[src/rtl/rkd_pkg.sv]
// Shared types, codes and reset values for the rotary knob decoder.
// No dependencies; used by every RTL module and the checker.
package rkd_pkg;

   localparam logic [6:0]  DETENT_THRESHOLD_RST  = 7'd3;
   localparam logic [15:0] LONG_PRESS_MS_RST     = 16'd3000;
   localparam logic [15:0] MIN_CLICK_MS_RST      = 16'd50;
   localparam logic [15:0] STATUS_TIMEOUT_MS_RST = 16'd15000;

   typedef enum logic [1:0] {
      CSR_DETENT_THRESHOLD  = 2'd0,
      CSR_LONG_PRESS_MS     = 2'd1,
      CSR_MIN_CLICK_MS      = 2'd2,
      CSR_STATUS_TIMEOUT_MS = 2'd3
   } csr_index_type;

   typedef enum logic [2:0] {
      EV_NONE        = 3'd0,
      EV_KNOB_CCW    = 3'd1,
      EV_KNOB_CW     = 3'd2,
      EV_PRESSED     = 3'd3,
      EV_HIDDEN_MENU = 3'd4,
      EV_CLICK       = 3'd5
   } event_code_type;

   typedef struct packed {
      logic        pin_a_level;
      logic        pin_b_level;
      logic        button_level;
      logic        button_blocked;
      logic        run_process;
      logic        press_consumed;
      logic [31:0] now_ms;
   } req_type;

   typedef struct packed {
      event_code_type     event_code;
      logic               last_of_run;
      logic signed [31:0] knob_position;
      logic               redraw_flag;
      logic [31:0]        status_deadline_ms;
   } rsp_type;

   typedef struct packed {
      logic [6:0]  detent_threshold;
      logic [15:0] long_press_ms;
      logic [15:0] min_click_ms;
      logic [15:0] status_timeout_ms;
   } cfg_type;

   // all results of one tick: up to three events plus the shared state fields
   typedef struct packed {
      event_code_type [2:0] events;
      logic [1:0]           last_idx;
      logic signed [31:0]   knob_position;
      logic                 redraw_flag;
      logic [31:0]          status_deadline_ms;
   } tick_type;

   // Gray-code phase step: +1 forward (0->2->3->1->0), -1 backward, else 0
   function automatic logic signed [1:0] phase_step(input logic [1:0] last_phase,
                                                    input logic [1:0] new_phase);
      logic signed [1:0] step;
      case ({last_phase, new_phase}) inside
         4'b0010, 4'b0100, 4'b1011, 4'b1101: step = 2'sd1;
         4'b0001, 4'b0111, 4'b1000, 4'b1110: step = -2'sd1;
         default:                             step = 2'sd0;
      endcase
      return step;
   endfunction

endpackage

[src/rtl/rkd_csr.sv]
// Configuration registers of the rotary knob decoder.
// Depends on rkd_pkg for the register indexes and reset values.
module rkd_csr (
   input  logic                  clock,
   input  logic                  reset,
   input  logic                  csr_valid,
   output logic                  csr_ready,
   input  rkd_pkg::csr_index_type csr_index,
   input  logic [15:0]           csr_data,
   output rkd_pkg::cfg_type      cfg
);
   import rkd_pkg::*;

   cfg_type cfg_ff, cfg_in;

   assign csr_ready = 1'b1;
   assign cfg       = cfg_ff;

   always_comb begin
      cfg_in = cfg_ff;
      if (csr_valid) begin
         unique case (csr_index)
            CSR_DETENT_THRESHOLD:  cfg_in.detent_threshold  = csr_data[6:0];
            CSR_LONG_PRESS_MS:     cfg_in.long_press_ms     = csr_data;
            CSR_MIN_CLICK_MS:      cfg_in.min_click_ms      = csr_data;
            CSR_STATUS_TIMEOUT_MS: cfg_in.status_timeout_ms = csr_data;
            default:               cfg_in = cfg_ff;
         endcase
      end
   end

   always_ff @(posedge clock) begin
      if (reset) begin
         cfg_ff.detent_threshold  <= DETENT_THRESHOLD_RST;
         cfg_ff.long_press_ms     <= LONG_PRESS_MS_RST;
         cfg_ff.min_click_ms      <= MIN_CLICK_MS_RST;
         cfg_ff.status_timeout_ms <= STATUS_TIMEOUT_MS_RST;
      end else begin
         cfg_ff <= cfg_in;
      end
   end

endmodule

[src/rtl/rkd_core.sv]
// Tick logic of the rotary knob decoder: encoder phase, detent, button and position state.
// Depends on rkd_pkg; state advances on each accepted input word.
module rkd_core (
   input  logic              clock,
   input  logic              reset,
   input  logic              accept,
   input  rkd_pkg::req_type  req_data,
   input  rkd_pkg::cfg_type  cfg,
   output rkd_pkg::tick_type tick
);
   import rkd_pkg::*;

   logic [1:0]         last_phase_ff, last_phase_in;
   logic signed [7:0]  pulse_diff_ff, pulse_diff_in;
   logic signed [15:0] detent_acc_ff, detent_acc_in;
   logic               press_active_ff, press_active_in;
   logic [31:0]        press_start_ff, press_start_in;
   logic               ignore_press_ff, ignore_press_in;
   logic signed [31:0] position_ff, position_in;
   logic               redraw_ff, redraw_in;
   logic [31:0]        deadline_ff, deadline_in;

   logic [1:0]           phase;
   logic                 button_now;
   logic signed [1:0]    step;
   logic signed [8:0]    pulse_sum;
   logic signed [7:0]    pulse_sat;
   logic signed [16:0]   acc_sum;
   logic signed [16:0]   thr;
   logic [31:0]          held;
   logic [31:0]          deadline_next;
   event_code_type [2:0] events;
   logic [1:0]           n;

   assign phase         = {~req_data.pin_b_level, ~req_data.pin_a_level};
   assign button_now    = ~req_data.button_level & ~req_data.button_blocked;
   assign step          = phase_step(last_phase_ff, phase);
   assign pulse_sum     = {pulse_diff_ff[7], pulse_diff_ff} + {{7{step[1]}}, step};
   assign acc_sum       = {detent_acc_ff[15], detent_acc_ff} + {{9{pulse_sat[7]}}, pulse_sat};
   assign thr           = {10'd0, cfg.detent_threshold};
   assign held          = req_data.now_ms - press_start_ff;
   assign deadline_next = req_data.now_ms + {16'd0, cfg.status_timeout_ms};

   always_comb begin
      if (pulse_sum > 9'sd127) begin
         pulse_sat = 8'sd127;
      end else if (pulse_sum < -9'sd128) begin
         pulse_sat = -8'sd128;
      end else begin
         pulse_sat = pulse_sum[7:0];
      end
   end

   always_comb begin
      last_phase_in   = phase;
      pulse_diff_in   = pulse_sat;
      detent_acc_in   = detent_acc_ff;
      press_active_in = press_active_ff;
      press_start_in  = press_start_ff;
      ignore_press_in = ignore_press_ff;
      position_in     = position_ff;
      redraw_in       = redraw_ff;
      deadline_in     = deadline_ff;
      events          = '{EV_NONE, EV_NONE, EV_NONE};
      n               = 2'd0;

      if (req_data.run_process) begin
         detent_acc_in = acc_sum[15:0];
         if (acc_sum > thr) begin
            events[n]     = EV_KNOB_CCW;
            n             = n + 2'd1;
            detent_acc_in = 16'sd0;
         end else if (acc_sum < -thr) begin
            events[n]     = EV_KNOB_CW;
            n             = n + 2'd1;
            detent_acc_in = 16'sd0;
         end

         if (button_now) begin
            events[n] = EV_PRESSED;
            n         = n + 2'd1;
            if (req_data.press_consumed) begin
               ignore_press_in = 1'b1;
            end
            if (!ignore_press_in) begin
               if (!press_active_ff) begin
                  press_active_in = 1'b1;
                  press_start_in  = req_data.now_ms;
               end else if (held > {16'd0, cfg.long_press_ms}) begin
                  press_active_in = 1'b0;
                  ignore_press_in = 1'b1;
                  events[n]       = EV_HIDDEN_MENU;
                  n               = n + 2'd1;
               end
            end
         end else begin
            ignore_press_in = 1'b0;
            if (press_active_ff) begin
               if (held <= {16'd0, cfg.long_press_ms} && held > {16'd0, cfg.min_click_ms}) begin
                  events[n] = EV_CLICK;
                  n         = n + 2'd1;
               end
               press_active_in = 1'b0;
            end
         end

         if (pulse_sat != 8'sd0) begin
            redraw_in     = 1'b1;
            position_in   = position_ff + {{24{pulse_sat[7]}}, pulse_sat};
            pulse_diff_in = 8'sd0;
            deadline_in   = deadline_next;
         end
         if (button_now) begin
            deadline_in = deadline_next;
         end
      end

      tick.events             = events;
      tick.last_idx           = (n == 2'd0) ? 2'd0 : n - 2'd1;
      tick.knob_position      = position_in;
      tick.redraw_flag        = redraw_in;
      tick.status_deadline_ms = deadline_in;
   end

   always_ff @(posedge clock) begin
      if (reset) begin
         last_phase_ff   <= 2'd0;
         pulse_diff_ff   <= 8'sd0;
         detent_acc_ff   <= 16'sd0;
         press_active_ff <= 1'b0;
         press_start_ff  <= 32'd0;
         ignore_press_ff <= 1'b0;
         position_ff     <= 32'sd0;
         redraw_ff       <= 1'b0;
         deadline_ff     <= 32'd0;
      end else if (accept) begin
         last_phase_ff   <= last_phase_in;
         pulse_diff_ff   <= pulse_diff_in;
         detent_acc_ff   <= detent_acc_in;
         press_active_ff <= press_active_in;
         press_start_ff  <= press_start_in;
         ignore_press_ff <= ignore_press_in;
         position_ff     <= position_in;
         redraw_ff       <= redraw_in;
         deadline_ff     <= deadline_in;
      end
   end

endmodule

[src/rtl/rkd_out.sv]
// Result queue of the rotary knob decoder: holds two ticks and sends their events one per word.
// Depends on rkd_pkg for the tick and result types.
module rkd_out (
   input  logic              clock,
   input  logic              reset,
   input  logic              push,
   input  rkd_pkg::tick_type tick,
   output logic              full,
   output logic              rsp_valid,
   input  logic              rsp_stall,
   output rkd_pkg::rsp_type  rsp_data
);
   import rkd_pkg::*;

   tick_type   queue_ff [2];
   logic       wr_ptr_ff, wr_ptr_in;
   logic       rd_ptr_ff, rd_ptr_in;
   logic [1:0] count_ff, count_in;
   logic [1:0] idx_ff, idx_in;

   tick_type head;
   logic     is_last;
   logic     send;
   logic     pop;

   assign head      = queue_ff[rd_ptr_ff];
   assign is_last   = (idx_ff == head.last_idx);
   assign rsp_valid = (count_ff != 2'd0);
   assign full      = (count_ff == 2'd2);
   assign send      = rsp_valid & ~rsp_stall;
   assign pop       = send & is_last;

   assign rsp_data.event_code         = head.events[idx_ff];
   assign rsp_data.last_of_run        = is_last;
   assign rsp_data.knob_position      = head.knob_position;
   assign rsp_data.redraw_flag        = head.redraw_flag;
   assign rsp_data.status_deadline_ms = head.status_deadline_ms;

   always_comb begin
      wr_ptr_in = push ? ~wr_ptr_ff : wr_ptr_ff;
      rd_ptr_in = pop ? ~rd_ptr_ff : rd_ptr_ff;
      count_in  = count_ff + {1'b0, push} - {1'b0, pop};
      if (pop) begin
         idx_in = 2'd0;
      end else if (send) begin
         idx_in = idx_ff + 2'd1;
      end else begin
         idx_in = idx_ff;
      end
   end

   always_ff @(posedge clock) begin
      if (push) begin
         queue_ff[wr_ptr_ff] <= tick;
      end
   end

   always_ff @(posedge clock) begin
      if (reset) begin
         wr_ptr_ff <= 1'b0;
         rd_ptr_ff <= 1'b0;
         count_ff  <= 2'd0;
         idx_ff    <= 2'd0;
      end else begin
         wr_ptr_ff <= wr_ptr_in;
         rd_ptr_ff <= rd_ptr_in;
         count_ff  <= count_in;
         idx_ff    <= idx_in;
      end
   end

endmodule

[src/rtl/rotary_knob_decoder_top.sv]
// Rotary knob decoder: one input word per tick, combinational tick logic, a two-tick result
// queue. The input side takes a word in every cycle while the queue has room; a tick's results
// are written into the queue and leave one per cycle while rsp_stall is low. A tick with n
// events (0 to 3) sends n result words, or one when n is 0. The sustained rate is one input
// word per cycle when each tick yields a single result and rsp_stall stays low. The queue
// depth of two sets when the input stalls. Registers are written via the always-ready csr port.
module rotary_knob_decoder_top (
   input  logic                   clock,
   input  logic                   reset,
   input  logic                   req_valid,
   output logic                   req_stall,
   input  rkd_pkg::req_type       req_data,
   output logic                   rsp_valid,
   input  logic                   rsp_stall,
   output rkd_pkg::rsp_type       rsp_data,
   input  logic                   csr_valid,
   output logic                   csr_ready,
   input  rkd_pkg::csr_index_type csr_index,
   input  logic [15:0]            csr_data
);
   import rkd_pkg::*;

   cfg_type  cfg;
   tick_type tick;
   logic     accept;
   logic     full;

   assign req_stall = full;
   assign accept    = req_valid & ~full;

   rkd_csr u_csr (
      .clock     (clock),
      .reset     (reset),
      .csr_valid (csr_valid),
      .csr_ready (csr_ready),
      .csr_index (csr_index),
      .csr_data  (csr_data),
      .cfg       (cfg)
   );

   rkd_core u_core (
      .clock    (clock),
      .reset    (reset),
      .accept   (accept),
      .req_data (req_data),
      .cfg      (cfg),
      .tick     (tick)
   );

   rkd_out u_out (
      .clock     (clock),
      .reset     (reset),
      .push      (accept),
      .tick      (tick),
      .full      (full),
      .rsp_valid (rsp_valid),
      .rsp_stall (rsp_stall),
      .rsp_data  (rsp_data)
   );

endmodule

[config.mk]
export PLATFORM = sky130hd
export DESIGN_NAME = rotary_knob_decoder_top
export DESIGN_NICKNAME = d
export VERILOG_FILES = /design/src/rtl/rkd_pkg.sv /design/src/rtl/rkd_csr.sv /design/src/rtl/rkd_core.sv /design/src/rtl/rkd_out.sv /design/src/rtl/rotary_knob_decoder_top.sv
export SDC_FILE = /design/constraint.sdc
export NUM_CORES = 1
export LEC_CHECK = 0
export ABC_AREA = 1
export BUFFER_PORTS_ARGS = -buffer_cell sky130_fd_sc_hd__buf_2
export CAP_MARGIN = 20
export CORE_MARGIN = 3
export CORE_UTILIZATION = 53
export DETAILED_ROUTE_END_ITERATION = 8
export PLACE_DENSITY = 0.76
export SLEW_MARGIN = 10
export SYNTH_ARGS = -nofsm -noshare
export SYNTH_HDL_FRONTEND = slang
export SYNTH_SLANG_ARGS = --single-unit
[constraint.sdc]
create_clock -name clock -period 18 [get_ports clock]
set_clock_uncertainty 0.1 [all_clocks]
set_input_delay 3.6 -clock clock [delete_from_list [all_inputs] [get_ports clock]]
set_output_delay 3.6 -clock clock [all_outputs]
set_load 0.1 [all_outputs]
# After elaboration in Yosys (flattened, before gate mapping)
# Memory sizes are Yosys's and may differ from the RTL's. A register that Yosys moved wholly into a read port is not among the register bits.
# Cells that the tools add are included.
# word_totals
output_inout_bits	72
elab_cells	153
mem_bits_rw	152
inputBits	61
memories	1
register_bits	186
# classes
add_sub_neg	12
order_cmp	12
eq_ne	14
n_bitwise	23
n_mux	57
n_reduce_logical	17
# memory_table
memory	words	word_bits	rd	rd_ports_with_merged_regs	write_ports	line_no	text
u_out.queue_ff	2	76	1	1	1	rkd_out.sv:15	tick_type queue_ff [2];
# op_table
operator	count
$mux 32	5
$gt 32x16->1	2
$mux 9	7
$add 32x16->32	1
$add 32x32->32	1
$le 32x16->1	1
$mux 16	2
$mux 8	4
$sub 32x32->32	1
$mux 2	13
$mux 1	18
$add 16x8->17	1
$gt 17x8->1	1
$lt 17x17->1	1
$neg 7->17	1
$eq 4x4->1 const B	4
$mux 3	5
$demux 3 s2	2
$or 2x6->6	2
$not 1->1	10
$reduce_and 2->1	5
$add 8x2->9	1
$gt 9x8->1 const B	1
$lt 2x3->1 const B	3
28 further kinds	43

# Depth between registers and ports, before layout
# logic_depth
ltp_word	26
ltp_mapped	44
depth_no_buf	44

# Cells and area by module
# A second synthesis with hierarchy kept.
# hier_totals
cells_unflattened	3150
area_unflattened_um2	22111.2
# modules_own_cells
mod	instances	area_per_inst_um2	seq_area_each_um2	cells_per_inst
rkd_core	1	13963.4	2502.4	2370
rkd_out	1	5914.4	4704.5	456
rkd_csr	1	2223.4	1101.1	322
rotary_knob_decoder_top	1	10.0	0.0	2

# Least setup slack after synthesis
# OpenSTA, ideal clock, no wires.
# synth_path
path_kind	input-to-reg
start	in req_data[37] in the netlist's numbering
end	mem u_out.queue_ff[0][65] in the netlist's numbering, data pin
path_slack_ns	8.719
setup_ns	0.255
path_buffers	0
stages	37
t_arrival_ns	8.927
required_time_ns	17.645
cell_sequence	xor2_1 -> nor2_1 -> ha_1 -> inv_1 -> nor3_1 -> nand2_1 -> o2111ai_1 -> nand2_2 -> nor2_1 -> inv_2 -> a21oi_1 -> inv_1 -> fa_1 -> inv_1 -> nand3_1 -> nand3_1 -> nand2_1 -> nand2_1 -> nand3_1 -> nand2_1 -> nand2_1 -> nand2_1 -> inv_1 -> ha_1 -> inv_1 -> nor3_1 -> a211oi_1 -> nand2_1 -> nand2_1 -> nand3_4 -> ha_1 -> o21ai_0 -> inv_1 -> nand2_1 -> nand3_1 -> inv_1 -> nor2_1
# synth_rtl
item	line_no	text
start, declared	rotary_knob_decoder_top.sv:12	input rkd_pkg::req_type req_data,
end, declared	rkd_out.sv:15	

==> metrics.md <==
| Metric | Value |
|---|---|
| Relative slew margins | 0.310 |
| Top FF cell, synth | dfxtp_1 |
| First-pass GRT wire length | 94600 um |
| Worst-path clk slew | 60 ps |
| GPL Wtd Cong | 0.951 |
| Max IR drop VDD | 0.120 mV |
| Overflow after GRT | 0 |
| Setup Viol. Count Final | 0 |
| Max Cap Violations | 0 |
| # rows | 73 |
| Most used cell, CP | nand2_1 |
| Launch point of the worst reg-to-reg path | u_core.last_phase_ff[1]$_SDFFE_PP0P_ |
| Core area | 40100 um2 |
| Worst R2R Setup Slack | 10810 ps |
| Synthesized area | 21700 um2 |
| RSZ-0062 raised after global routing | no |
| Gr usage total | 0.264 |
| Share of layout cells above drive strength 1 | 0.0818 |
| Fin crit share | 0.557 |
| Crit path DAT | 10220 ps |
| Top-count cell post-synth | nand2_1 |
| Chip height | 208 um |
| CP max stage delay | 570 ps |
| CTS tree | yes |
| Drt total wl | 58400 um |
| Die area | 43400 um2 |
| Synthesized flop and latch total | 335 |
| Vias in the first global route | 19000 |
| Hpwl dp | 43200 um |
| Ys async rst share | 0 |
| Sw Share | 0.475 |
| Outcome | finished clean |
| Post-synth EDFFs | 148 |
| Via count | 19700 |
| CP Capture Point | u_out.queue_ff[0][65]$_DFFE_PP_ |
| Slowest CP cell | nand2_2 |
| I/O Buffers | 131 |
| Clk pwr share | 0.233 |
| Remaining DRCs | 0 |
| Area Growth Syn to Fin | 11.1% |
| Remaining antenna violation count after routing | 0 |
| Fmax | 99.8 MHz |
| Die W | 208 um |
| Syn Inst Count | 3043 |
| Clk root buf | clkbuf_16 |
| Syn_area_per_cell | 7.13 um2 |
| P_sw | 1.72 mW |
| Comb power frac | 0.482 |
| Worst setup EP type | flop |
| DRT iter0 DRCs | 1209 |
| Reg2reg end | u_out.queue_ff[0][65]$_DFFE_PP_ |
| Post-synth top cells | nand2_1 (908), inv_1 (422), nor2_1 (287) |
| Worst Setup SP | req_data[36] |
| Via density | 5.34 |
| Final min period | 10020 ps |
| Initial antenna violation count | 0 |
| Pwr Total | 3.63 mW |
| Synth Warn # | 0 |
| Post-CTS Setup Inserts | 0 |
| Area contributors post-synth | edfxtp_1 (20%), dfxtp_1 (17%), nand2_1 (16%), ha_1 (9.5%), inv_1 (7.3%) |
| Latest clock arrival within the worst-skew pair | 560 ps |
| DRT Pass-1 Iters | 6 |
| Yosys cell types | 52 |
| P_int | 1.91 mW |
| Clock Path Buffers | 3 |
| Crit Path Class | in2reg |
| Hold_buf cts | 0 |
| Total CTS buffers | 38 |
| Initial Util | 0.541 |
| Register area share after synthesis | 0.378 |
| Mapped Nets | 3274 |
| Top Ports | 133 |
| CP Max Fanout | 38 |
| P_leak | 12.1 nW |
| Antenna cells | 0 |
| Nets | 3367 |
| R2R depth | 37 |
| Seq pwr share | 0.285 |
| CTS sink count | 335 |
| H-tree depth | 2 |
| Slew Viols, Final | 0 |
| Req. time, crit path | 18210 ps |
| DR WL/cell | 15.8 um |
| Pin count of the biggest net entering global routing | 80 |
| Final hold violation count | 0 |
| TNS Setup | 0 ps |
| Cell Pwr Density | 151 nW/um2 |
| Post-CTS sizing | 0 |
| Startpoint types | input port |
| Share of the synthesized area in the top cell type | 0.205 |
| Fill cell count | 3649 |
| Synth area leader | edfxtp_1 |
| Worst slew pin tran | 1030 ps |
| Hold WC Path Type | reg2reg |
-- registers in the layout, indices dropped and copies added (netlist names), 8 cells and up, named ones only --
signal and cells:
u_core.deadline_ff 32, u_csr.cfg 55, u_core.press_start_ff 32, u_core.detent_acc_ff 16, u_core.position_ff 32, u_core.pulse_diff_ff 8, u_out.queue_ff 148
-- worst min-delay path by stage --
stage | cells past startpoint | startpoint | slack [ps] | endpoint
after floorplan | 1 | u_out.count_ff[1]$_SDFF_PP0_ | 320 | u_out.count_ff[1]$_SDFF_PP0_
after global placement | 2 | u_csr.cfg[42]$_SDFFE_PP0P_ | 350 | u_csr.cfg[42]$_SDFFE_PP0P_
after detailed placement | 1 | u_out.count_ff[1]$_SDFF_PP0_ | 350 | u_out.count_ff[1]$_SDFF_PP0_
after CTS | 1 | u_out.count_ff[1]$_SDFF_PP0_ | 360 | u_out.count_ff[1]$_SDFF_PP0_
after global routing | 2 | u_core.press_start_ff[30]$_SDFFE_PP0P_ | 380 | u_core.press_start_ff[30]$_SDFFE_PP0P_
final | 2 | u_csr.cfg[18]$_SDFFE_PP0P_ | 360 | u_csr.cfg[18]$_SDFFE_PP0P_
-- kinds of logic (layout without fill, tap and decap cells) --
group           Yosys count  in the layout  synth area share
flops                   335            335             0.378
compound gates          464            464             0.116
buf+inv                 516            639            0.0927
fa+ha+maj               170            170            0.0998
simple gates           1470           1470             0.278
xor+xnor                 87             87            0.0351
other cells               1              1          0.000173
-- layer usage --
| layer | track usage | routed length, um |
|---|---|---|
| met1 | 0.336 | 25000 |
| met2 | 0.462 | 28300 |
| met3 | 0.0398 | 3460 |
| met4 | 0.0823 | 1760 |
| met5 | 0 | 0 |
-- worst max-delay path, delay by kind of cell --
kind	cells	cell delay, ps
AND/OR/NAND/NOR	20	3100
XOR/XNOR	1	140
buffers and inverters	9	900
AO/OA/AOI/OAI	4	1050
adder cells (fa/ha/maj)	4	1410
-- cell type report --
| type | instances | area [um2] | area share |
|---|---|---|---|
| multi-input cells | 2192 | 11500 | 0.478 |
| repair buffers | 141 | 731 | 0.0303 |
| flip-flops and latches | 335 | 8190 | 0.340 |
| clock buffers | 56 | 1170 | 0.0487 |
| clock inverters | 14 | 211 | 0.00878 |
| inverters | 428 | 1610 | 0.0667 |
| well taps | 525 | 657 | 0.0273 |
-- through the flow --
stage	instances	setup slack (ps)	area [um2]	utilization	hold WS, ps
3_3_place_gp	3621	7730	22700	0.566	345
3_5_place_dp	3621	7490	22700	0.566	350
6_report	3691	7980	24100	0.601	360
2_1_floorplan	3043	8720	21700	-	322
4_1_cts	3691	8080	24100	0.601	360
5_1_grt	3691	7300	24100	0.601	381
-- power groups by stage --
stage          Sequential [mW]  Combinational, mW  Clock, mW
6_report                  1.04               1.75      0.848
5_1_grt                   1.05               1.91      0.894
4_1_cts                   1.03               1.75      0.864
3_5_place_dp              1.05               1.74          0
3_3_place_gp              1.04               1.71          0
2_1_floorplan             1.04               1.40          0
-- layout by cell type (no fill, tap or decap), types with 70 or more instances in the layout --
master,count
a21oi_1,197
buf_2,131
dfxtp_1,186
edfxtp_1,148
ha_1,165
inv_1,419
nand2_1,907
nand3_1,162
nor2_1,285
o21ai_0,161
xor2_1,70
(Power assumes the default switching activity.)
